[config.mk]
export PLATFORM = sky130hd
export DESIGN_NAME = independent_watchdog_timer
export DESIGN_NICKNAME = d
export VERILOG_FILES = /design/src/rtl/iwdg_pkg.sv /design/src/rtl/iwdg_core.sv /design/src/rtl/independent_watchdog_timer.sv
export SDC_FILE = /design/constraint.sdc
export NUM_CORES = 1
export LEC_CHECK = 0
export BUFFER_PORTS_ARGS = -buffer_cell sky130_fd_sc_hd__buf_2
export CORE_ASPECT_RATIO = 0.6
export CORE_MARGIN = 3
export CORE_UTILIZATION = 30
export DETAILED_ROUTE_END_ITERATION = 10
export GPL_ROUTABILITY_DRIVEN = 0
export SLEW_MARGIN = 20
export SYNTH_ARGS = -nofsm -noshare
export SYNTH_HDL_FRONTEND = slang
export SYNTH_HIERARCHICAL = 1
export SYNTH_SLANG_ARGS = --single-unit
[constraint.sdc]
create_clock -name clk -period 3.4 [get_ports clk]
set_clock_uncertainty 0.2 [all_clocks]
set_input_delay 0.34 -clock clk [delete_from_list [all_inputs] [get_ports clk]]
set_output_delay 0.34 -clock clk [all_outputs]
set_load 0.01 [all_outputs]
[src/rtl/iwdg_pkg.sv]
// Shared types, key codes and prescaler decode for the independent watchdog.
package iwdg_pkg;

  localparam int COUNT_W   = 12;
  localparam int DATA_W    = 16;
  localparam int DIV_W     = 8;
  localparam int CODE_W    = 3;
  localparam int COUNT_MAX = 4095;

  localparam logic [DATA_W-1:0] KEY_UNLOCK = 16'h5555;
  localparam logic [DATA_W-1:0] KEY_RELOAD = 16'hAAAA;
  localparam logic [DATA_W-1:0] KEY_START  = 16'hCCCC;

  localparam logic [COUNT_W-1:0] COUNT_RESET = COUNT_W'(COUNT_MAX);

  typedef enum logic [1:0] {
    MODE_TICK     = 2'd0,
    MODE_KEY      = 2'd1,
    MODE_PRESCALE = 2'd2,
    MODE_RELOAD   = 2'd3
  } mode_t;

  typedef struct packed {
    mode_t              mode;
    logic [DATA_W-1:0]  write_data;
  } item_t;

  typedef struct packed {
    logic               timeout_pulse;
    logic [COUNT_W-1:0] count_now;
    logic               running;
    logic               unlocked;
  } result_t;

  // Prescaler divisor: 4 << code, saturating at 256 for the top two codes.
  function automatic logic [DIV_W:0] divisor_of(input logic [CODE_W-1:0] code);
    logic [DIV_W:0] d;
    d = '0;
    if (code >= 3'd6) begin
      d = 9'd256;
    end else begin
      d = 9'd4 << code;
    end
    return d;
  endfunction

endpackage

[src/rtl/iwdg_core.sv]
// Watchdog state registers and single-pass update for one transaction.
module iwdg_core (
  input  logic              clk,
  input  logic              rst_n,
  input  logic              step,
  input  iwdg_pkg::item_t   item,
  output iwdg_pkg::result_t res
);
  import iwdg_pkg::*;

  logic               run_flag_r, run_flag_nxt;
  logic               unlock_flag_r, unlock_flag_nxt;
  logic [CODE_W-1:0]  divider_code_r, divider_code_nxt;
  logic [COUNT_W-1:0] reload_value_r, reload_value_nxt;
  logic [COUNT_W-1:0] down_counter_r, down_counter_nxt;
  logic [DIV_W-1:0]   tick_divider_r, tick_divider_nxt;
  logic [DIV_W:0]     tick_sum;
  logic               pulse;

  assign tick_sum = {1'b0, tick_divider_r} + {{DIV_W{1'b0}}, 1'b1};

  always_comb begin
    run_flag_nxt     = run_flag_r;
    unlock_flag_nxt  = unlock_flag_r;
    divider_code_nxt = divider_code_r;
    reload_value_nxt = reload_value_r;
    down_counter_nxt = down_counter_r;
    tick_divider_nxt = tick_divider_r;
    pulse            = 1'b0;
    unique case (item.mode)
      MODE_TICK: begin
        if (run_flag_r) begin
          if (tick_sum >= divisor_of(divider_code_r)) begin
            tick_divider_nxt = '0;
            if (down_counter_r <= COUNT_W'(1)) begin
              pulse            = 1'b1;
              down_counter_nxt = reload_value_r;
            end else begin
              down_counter_nxt = down_counter_r - COUNT_W'(1);
            end
          end else begin
            tick_divider_nxt = tick_sum[DIV_W-1:0];
          end
        end
      end
      MODE_KEY: begin
        // any key other than unlock relocks the registers
        unlock_flag_nxt = (item.write_data == KEY_UNLOCK);
        if (item.write_data == KEY_START) begin
          run_flag_nxt = 1'b1;
        end
        if (item.write_data == KEY_RELOAD) begin
          down_counter_nxt = reload_value_r;
        end
      end
      MODE_PRESCALE: begin
        if (unlock_flag_r) begin
          divider_code_nxt = item.write_data[CODE_W-1:0];
        end
      end
      MODE_RELOAD: begin
        if (unlock_flag_r) begin
          reload_value_nxt = item.write_data[COUNT_W-1:0];
        end
      end
      default: begin
      end
    endcase
  end

  always_ff @(posedge clk) begin
    if (!rst_n) begin
      run_flag_r     <= 1'b0;
      unlock_flag_r  <= 1'b0;
      divider_code_r <= '0;
      reload_value_r <= COUNT_RESET;
      down_counter_r <= COUNT_RESET;
      tick_divider_r <= '0;
    end else if (step) begin
      run_flag_r     <= run_flag_nxt;
      unlock_flag_r  <= unlock_flag_nxt;
      divider_code_r <= divider_code_nxt;
      reload_value_r <= reload_value_nxt;
      down_counter_r <= down_counter_nxt;
      tick_divider_r <= tick_divider_nxt;
    end
  end

  assign res.timeout_pulse = pulse;
  assign res.count_now     = down_counter_nxt;
  assign res.running       = run_flag_nxt;
  assign res.unlocked      = unlock_flag_nxt;

  // once started the watchdog cannot be stopped short of reset
  a_run_sticky: assert property (@(posedge clk) disable iff (!rst_n)
    $past(rst_n) |-> !$fell(run_flag_r))
    else $error("watchdog stopped without reset");

  // expiry reloads the counter from the reload register
  a_expiry_reload: assert property (@(posedge clk) disable iff (!rst_n)
    step && pulse |=> down_counter_r == $past(reload_value_r))
    else $error("counter not reloaded on expiry");

  // ticks while stopped leave counter and prescaler alone
  a_stopped_tick: assert property (@(posedge clk) disable iff (!rst_n)
    step && item.mode == MODE_TICK && !run_flag_r
      |=> $stable(down_counter_r) && $stable(tick_divider_r))
    else $error("stopped watchdog advanced");

  // locked register writes are dropped
  a_locked_write: assert property (@(posedge clk) disable iff (!rst_n)
    step && !unlock_flag_r && (item.mode == MODE_PRESCALE || item.mode == MODE_RELOAD)
      |=> $stable(divider_code_r) && $stable(reload_value_r))
    else $error("locked register was written");

endmodule

[src/rtl/independent_watchdog_timer.sv]
// Independent watchdog timer with key register: input stage, core, result stage.
// An accepted transaction passes input stage, core and result stage to out_*.
// Throughput: one transaction per cycle when out_stall is low; the single-pass
//   update in the core (prescaler compare plus counter decrement) sets that rate.
// Reset (rst_n low, synchronous): watchdog stopped and locked, prescaler code 0,
//   reload value and down counter at 4095, both stages empty.
module independent_watchdog_timer (
  input  logic                          clk,
  input  logic                          rst_n,
  input  logic                          in_valid,
  output logic                          in_stall,
  input  logic [1:0]                    in_mode,
  input  logic [iwdg_pkg::DATA_W-1:0]   in_write_data,
  output logic                          out_valid,
  input  logic                          out_stall,
  output logic                          out_timeout_pulse,
  output logic [iwdg_pkg::COUNT_W-1:0]  out_count_now,
  output logic                          out_running,
  output logic                          out_unlocked
);
  import iwdg_pkg::*;

  // input stage
  logic    in_valid_r;
  item_t   item_r;
  // result stage
  logic    out_valid_r;
  result_t result_r;
  result_t core_res;
  logic    advance;
  logic    in_take;

  // the core step happens when the result stage is free or draining
  assign advance  = in_valid_r && (!out_valid_r || !out_stall);
  // input stage refills whenever it empties or hands its transaction on
  assign in_stall = in_valid_r && !advance;
  assign in_take  = in_valid && !in_stall;

  always_ff @(posedge clk) begin
    if (!rst_n) begin
      in_valid_r <= 1'b0;
    end else if (!in_stall) begin
      in_valid_r <= in_valid;
    end
  end

  always_ff @(posedge clk) begin
    if (in_take) begin
      item_r.mode       <= mode_t'(in_mode);
      item_r.write_data <= in_write_data;
    end
  end

  iwdg_core u_core (
    .clk   (clk),
    .rst_n (rst_n),
    .step  (advance),
    .item  (item_r),
    .res   (core_res)
  );

  always_ff @(posedge clk) begin
    if (!rst_n) begin
      out_valid_r <= 1'b0;
    end else if (advance) begin
      out_valid_r <= 1'b1;
    end else if (!out_stall) begin
      out_valid_r <= 1'b0;
    end
  end

  always_ff @(posedge clk) begin
    if (advance) begin
      result_r <= core_res;
    end
  end

  assign out_valid         = out_valid_r;
  assign out_timeout_pulse = result_r.timeout_pulse;
  assign out_count_now     = result_r.count_now;
  assign out_running       = result_r.running;
  assign out_unlocked      = result_r.unlocked;

endmodule
==> results of run 1 <==
## cells in the mapped netlist, types with 4 or more instances
master     count
edfxtp_1      33
dfxtp_1       39
clkbuf_1      18
ha_1          11
nand2_1       44
nor3_1        16
a22oi_1        5
nand3_1       34
nand4_1        5
inv_1         12
nand4bb_1      4
o32ai_1        8
a221o_1        6
a21oi_1       19
o31ai_1        4
nor4bb_1       4
or3_1          4
xnor2_1        4
o21ai_0       11
o22ai_1        5
a221oi_1       7
buf_2          4
a21o_1         4
o211ai_1       6
a31oi_1        4
nand3b_1       5
mux2i_1        8
nor2_1        26
and3_1         5
## layout by cell type, fill, tap and decap left out, drive strengths merged, types with 5 or more instances in the layout
master       count
buf             48
nand2           44
dfxtp           39
nand3           34
edfxtp          33
nor2            28
a21oi           20
dlygate4sd3     18
nor3            17
o21ai           14
inv             12
ha              11
clkbuf          11
mux2i            8
o32ai            8
a221oi           7
a221o            6
o211ai           6
nand4            6
and3             6
o22ai            5
a22oi            5
nand3b           5
a211oi           5
nor4             5
## routing by layer
metal	global-route usage	wire (um)	vias up
met2	0.2079	4331	190
met4	0.05805	138	0
met3	0.06485	1423	11
met1	0.2398	5617	1740
met5	0	0	-
li1	-	-	1708
## final timing paths
check	slack [ps]	depth (start not counted)	end	startpoint
hold / removal	20	2	in_valid_r$_SDFFE_PN0N_	in_valid
setup reg to reg	200	10	out_count_now[10]$_DFFE_PP_	u_core/tick_divider_r[0]$_SDFFE_PN0P_
hold reg to reg	290	2	u_core/tick_divider_r[5]$_SDFFE_PN0P_	u_core/tick_divider_r[5]$_SDFFE_PN0P_
setup / recovery	200	10	out_count_now[10]$_DFFE_PP_	u_core/tick_divider_r[0]$_SDFFE_PN0P_
## critical path, delay by kind of cell, from the launching register on
| kind | cells | cell delay (ps) |
|---|---|---|
| xor+xnor | 1 | 180 |
| buf+inv | 1 | 170 |
| compound gates | 5 | 1190 |
| fa+ha+maj | 2 | 540 |
| simple gates | 1 | 260 |
| flops | 1 | 420 |
## area by class of cell
type / count / area share
Inverter: 12 / 0.009402
Clock buffer: 11 / 0.04858
Timing Repair Buffer: 66 / 0.09297
Multi-Input combinational cell: 307 / 0.4291
Sequential cell: 72 / 0.3698
Tap cell: 165 / 0.04309
Clock inverter: 5 / 0.007051
## cells by family (layout without fill, tap and decap cells)
logic type / count (synthesis) / in the layout
simple gates: 171 / 171
flops: 72 / 72
compound gates: 110 / 110
fa+ha+maj: 11 / 11
mux: 9 / 9
xor+xnor: 6 / 6
buf+inv: 40 / 94
## through the flow
stage          setup slack (ps)  hold WS, ps
2_1_floorplan             59.04        238.9
3_3_place_gp              179.7        277.5
3_5_place_dp              83.79        287.9
4_1_cts                   52.03        10.14
5_1_grt                   13.68        33.60
6_report                  198.3        18.20
## sequential cells by signal, indices dropped and copies added, names as in the netlist
name,flops
in_valid_r,1
u_core/reload_value_r,12
item_r,18
u_core/down_counter_r,12
out_count_now,12
out_running,1
out_unlocked,1
u_core/tick_divider_r,8
u_core/run_flag_r,1
u_core/divider_code_r,3
out_valid,1
u_core/unlock_flag_r,1
out_timeout_pulse,1
## power by group
part	switching (mW)	internal, mW
sequential	0.0276	0.934
clock	0.369	0.492
combinational	0.0660	0.0532
## what timing repair did
| action | CTS | global route |
|---|---|---|
| endpoints found under the hold margin | 18 | 0 |
| setup endpoints to repair | 0 | 15 |
| hold buffers | 18 | 0 |
| resized for setup | 0 | 5 |
==> flow_summary.yaml, run 1 <==
logic_synthesis:
  ys.flop_type: "dfxtp_1"
  synth-warning-count: 6
  synth-edff-count: 33
  post_synth_inst_count: 419
  ys_seq_area_frac: 0.4449
  post_synthesis_net_count: 452
  yosys_register_bits: 72
  dominant_combinational_cell_family_by_area_after_synthesis: "simple AND/OR/NAND/NOR gates"
  yosys.area.top_type_share: 0.2488
  avgSynthCellArea_um2: 9.505
  asyncSetResetFlopFracSynth: 0
  synth_top_cells_by_area: "edfxtp_1, dfxtp_1, nand3_1, nand2_1, ha_1"
  synthesis.area_um2: 3983
  synth_adder_area_share: 0.03456
  synth_compound_gate_area_share: 0.2042
  simple_logic_cell_fraction_of_the_synthesized_area: 0.2366
  yosysTopAreaCell: "edfxtp_1"
  yosys.area_share.xor_xnor: 0.01320
  count_of_unique_library_cells_instantiated_by_yosys: 68
  muxShareOfSynthArea: 0.02293
cells_and_area:
  final_cells: 638
  nNetsFinal: 501
  area_grow_syn2layout_pct: 20.30
  multi_input_comb_area_um2: 2056
  antenna_diode_count: 0
  finish.instance_area_um2: 4791
  final.fill_count: 1245
  drive_gt1_frac: 0.1776
  register_area_um2: 1772
  finish.utilization: 0.3836
clock_network:
  tritoncts.num_buffers: 9
  clock_tree.htree_level_count: 3
  ctsRootBufferMaster: "clkbuf_16"
  tritoncts_num_sinks: 72
  cts.reportedPaths.clkPinSlew_ps: 60
  tritoncts: "built"
  cts_post_setup_buffers_inserted: 0
  clock_insertion_delay_worst_skew_ps: 340
  clk_path_buf_depth: 2
timing:
  final_hold_viol_count: 0
  final_min_period_over_clock_period: 0.9417
  rsz0062_at_grt: "false"
  timing_worst_slew_pin_value_ps: 807.1
  max_slew_margin_vs_limit: 0.4614
  report.final.slew_viol_count: 0
  max_freq_mhz: 312.3
  setup-violations-final: 0
  finalSetupTns_ps: 0
  min_period_ps: 3202
floorplanning:
  die_height_um: 95.25
  design.die.area_um2: 14740
  die_width_um: 154.7
  fp-row-count: 31
  io_pins: 39
  core_area_um2: 12490
  initial_core_util: 0.3189
setup_path:
  critPathRequiredTime_ps: 3290
  critical_path.cell_chain: "ha_2, and3_1, xor2_1, ha_1, a211oi_2, o21bai_1, buf_4, o211a_1, a32o_1, a221o_1"
  timing.critical_path.slowest_cell_delay_ps: 420
  endpoint_kind: "flip-flop"
  arrival_ps: 3090
  timing_worst_setup_path_type: "reg2reg"
  setup.worst_path.start_class: "flip-flop"
  timing.critical_path.fanout_max: 5
  cpMaxStageDelayCell: "dfxtp_1"
global_route:
  global_router_s_overall_resource_usage: 0.1622
  antenna_found_initial: 0
  gr-total-overflow: 0
  vias_in_the_first_global_route: 3352
  grt_first_pass_wirelength_mm: 18.35
  grt_start_max_net_pins: 23
routing:
  count_of_vias_placed_by_the_detailed_router: 3649
  viasPerCell: 5.719
  wire_per_inst_um: 18.04
  detailedRoute.firstIterationViolations: 538
  detail_route.wirelength_mm: 11.51
  drc_errors: 0
  antenna_violating_nets_post_route: 0
  drtPass1Iterations: 5
power:
  post-layout-total-power_mw: 1.943
  cellLeakagePower_nw: 1.804
  irDropWorstVdd_mv: 0.2056
  cellPowerDensity_nw_per_um2: 405.5
flow_run:
  cap_viol_max_count: 0
placement:
  placed_cells: 604
  place.detailed.hpwl_mm: 8.390
  place.port_buffers: 38
  placed_area_um2: 4329
outcome:
  run_status: "completed"
worst_hold_path:
  hold_path_class: "in2reg"
Power figures use the tool's default switching activity.
==> inputs of run 2 (changes only) <==
--- a/config.mk
+++ b/config.mk
@@ -14,5 +14,4 @@
 export SLEW_MARGIN = 20
 export SYNTH_ARGS = -nofsm -noshare
 export SYNTH_HDL_FRONTEND = slang
-export SYNTH_HIERARCHICAL = 1
 export SYNTH_SLANG_ARGS = --single-unit
==> run 2 against run 1 <==
Against the previous run: global-route usage is 0.64 points lower; first-iteration DRC count fell by 44%; sequential cell count stayed put; combinational power about the same; largest power group unchanged; sequential power about the same; count of clock-buffer cells in the layout unchanged; maximum frequency fell by 1.3%; design area down 5.8%.
==> flow_summary.yaml, run 2 <==
clock_network:
  tritoncts_num_sinks: 72
  tritoncts.num_buffers: 9
  clock_tree.htree_level_count: 3
  tritoncts: "built"
  cts.reportedPaths.clkPinSlew_ps: 60
  clk_path_buf_depth: 2
  clock_insertion_delay_worst_skew_ps: 340
  cts_post_setup_buffers_inserted: 0
  ctsRootBufferMaster: "clkbuf_16"
floorplanning:
  initial_core_util: 0.3153
  die_width_um: 148.3
  design.die.area_um2: 13550
  die_height_um: 91.38
  core_area_um2: 11560
  io_pins: 39
  fp-row-count: 30
routing:
  count_of_vias_placed_by_the_detailed_router: 3291
  drc_errors: 0
  wire_per_inst_um: 16.61
  detail_route.wirelength_mm: 10.15
  antenna_violating_nets_post_route: 0
  drtPass1Iterations: 5
  detailedRoute.firstIterationViolations: 299
  viasPerCell: 5.386
logic_synthesis:
  muxShareOfSynthArea: 0.01099
  dominant_combinational_cell_family_by_area_after_synthesis: "simple AND/OR/NAND/NOR gates"
  synth-edff-count: 33
  avgSynthCellArea_um2: 9.418
  yosys.area.top_type_share: 0.2719
  ys_seq_area_frac: 0.4861
  simple_logic_cell_fraction_of_the_synthesized_area: 0.2269
  synth_compound_gate_area_share: 0.1933
  asyncSetResetFlopFracSynth: 0
  yosys.area_share.xor_xnor: 0.01442
  synth_top_cells_by_area: "edfxtp_1, dfxtp_1, nand2_1, o21ai_0, ha_1"
  synth_adder_area_share: 0.03776
  yosys_register_bits: 72
  synthesis.area_um2: 3645
  ys.flop_type: "dfxtp_1"
  yosys.cell_count.top_type: "nand2_1"
  yosysTopAreaCell: "edfxtp_1"
  synth_top_cells_by_count: "nand2_1, dfxtp_1, nor2_1, edfxtp_1, o21ai_0"
  post_synthesis_net_count: 420
  post_synth_inst_count: 387
  synth-warning-count: 0
  count_of_unique_library_cells_instantiated_by_yosys: 58
timing:
  max_freq_mhz: 308.2
  final_hold_slack_ps: 12.80
  worst_slack_ps: 155.8
  finalSetupTns_ps: 0
  max_slew_margin_vs_limit: 0.4104
  setup-violations-final: 0
  final_hold_viol_count: 0
  min_period_ps: 3244
  rsz0062_at_grt: "false"
  timing_worst_slew_pin_value_ps: 883.5
  final_min_period_over_clock_period: 0.9542
  report.final.slew_viol_count: 0
setup_path:
  timing.critical_path.slowest_cell_delay_ps: 550
  crit-reg2reg-capture: "out_count_now[11]$_DFFE_PP_"
  cpMaxStageDelayCell: "or4_1"
  endpoint_kind: "flip-flop"
  timing.critical_path.fanout_max: 9
  critical_path.cell_chain: "ha_2, and3_2, and3_1, ha_1, nand2_1, o21a_1, a21o_2, or4_1, a32oi_1, o21ai_0"
  r2r_slack_ps: 160
  setup.worst_path.start_class: "flip-flop"
  critPathRequiredTime_ps: 3280
  timing_worst_setup_path_type: "reg2reg"
  arrival_ps: 3120
  worst-r2r-cell-count: 10
  worstReg2RegStart: "u_core.tick_divider_r[0]$_SDFFE_PN0P_"
power:
  cellLeakagePower_nw: 1.752
  cellPowerDensity_nw_per_um2: 441.7
  irDropWorstVdd_mv: 0.2965
flow_run:
  cap_viol_max_count: 0
cells_and_area:
  drive_gt1_frac: 0.1774
  final_cell_mix: "nand2_1, dfxtp_1, buf_2"
  area_grow_syn2layout_pct: 23.79
  final.fill_count: 1159
  antenna_diode_count: 0
  multi_input_comb_area_um2: 1767
  largest_register_ffs: 18
  final_cells: 611
  register_area_um2: 1773
  final_common_cell: "nand2_1"
  nNetsFinal: 479
  top_register: "item_r"
global_route:
  antenna_found_initial: 0
  grt_start_max_net_pins: 24
  gr-total-overflow: 0
  grt_first_pass_wirelength_mm: 16.37
  vias_in_the_first_global_route: 3033
  global_router_s_overall_resource_usage: 0.1558
worst_hold_path:
  worstHoldPathCells: 3
  hold_crit_endpoint: "in_valid_r$_SDFFE_PN0N_"
  hold_path_class: "in2reg"
  hold_start: "in_valid"
outcome:
  run_status: "completed"
placement:
  place.port_buffers: 38
  place.detailed.hpwl_mm: 7.090
  dpl_worst_slack_ps: 92.99
  placed_cells: 577
[run 2: changes by cell type after synthesis, sizes merged, moves of 5 or more]
cell / before / now
o21ai: 14 / 31
nand3: 34 / 21
nor2: 28 / 36
buf: 10 / 3
o32ai: 8 / 1
nand2: 44 / 50
a221o: 6 / 1
inv: 12 / 7
o22ai: 5 / 0
[run 2: per-stage QoR]
stage / utilization / total power [mW] / area [um^2]
6_report: 0.3903 / 1.993 / 4512
5_1_grt: 0.3903 / 2.067 / 4512
4_1_cts: 0.3897 / 2.004 / 4506
3_5_place_dp: 0.3495 / 1.084 / 4040
3_3_place_gp: 0.3495 / 1.081 / 4040
2_1_floorplan: - / 1.036 / 3645
[run 2: layout make-up]
type	instances	area share
Sequential cell	72	0.3930
Multi-Input combinational cell	288	0.3916
Tap cell	160	0.04437
Timing Repair Buffer	68	0.1021
Clock buffer	11	0.05630
Clock inverter	5	0.006933
Inverter	7	0.005824
[run 2: worst max-delay path, delay by kind of cell (launching register included)]
kind                       cells  cell delay (ps)
AOI/OAI and AO/OA              4              850
DFF                            1              350
and+or+nand+nor                4             1040
adders and majority gates      2              550
[run 2: report_power, final]
group          switching, mW  internal, mW  total (mW)
clock network          0.375         0.535       0.911
registers             0.0243         0.939       0.963
logic                 0.0654        0.0537       0.119
[run 2: metal layers]
layer	GRT usage	vias to the layer above	share of wire
met3	0.04888	16	0.079
met4	0.04074	0	0.012
li1	-	1575	-
met5	0	-	0
met1	0.2421	1564	0.52
met2	0.2034	136	0.39
[run 2: worst max-delay path by stage]
stage                                          start                          end  slack, ps  cells past startpoint
6_report       u_core.tick_divider_r[0]$_SDFFE_PN0P_  out_count_now[11]$_DFFE_PP_        160                     10
2_1_floorplan  u_core.tick_divider_r[0]$_SDFFE_PN0P_  out_count_now[11]$_DFFE_PP_        420                     10
5_1_grt        u_core.tick_divider_r[0]$_SDFFE_PN0P_  out_count_now[11]$_DFFE_PP_         30                     10
4_1_cts        u_core.tick_divider_r[0]$_SDFFE_PN0P_  out_count_now[11]$_DFFE_PP_         90                     10
3_5_place_dp   u_core.tick_divider_r[0]$_SDFFE_PN0P_  out_count_now[11]$_DFFE_PP_         90                     10
3_3_place_gp   u_core.tick_divider_r[0]$_SDFFE_PN0P_  out_count_now[11]$_DFFE_PP_        170                     10
[run 2: cell families (layout without fill, tap and decap cells)]
logic type	count (synthesis)	in the layout
AO/OA/AOI/OAI	101	101
XOR/XNOR	6	6
adder cells (fa/ha/maj)	11	11
buffers and inverters	27	91
multiplexers	4	4
AND/OR/NAND/NOR	166	166
flip-flops	72	72
[run 2: what timing repair did]
item                                    CTS  global route
endpoints found under the hold margin    18             0
hold buffers                             18             0
endpoints found under the setup margin    0             6
resized for setup                         0             4
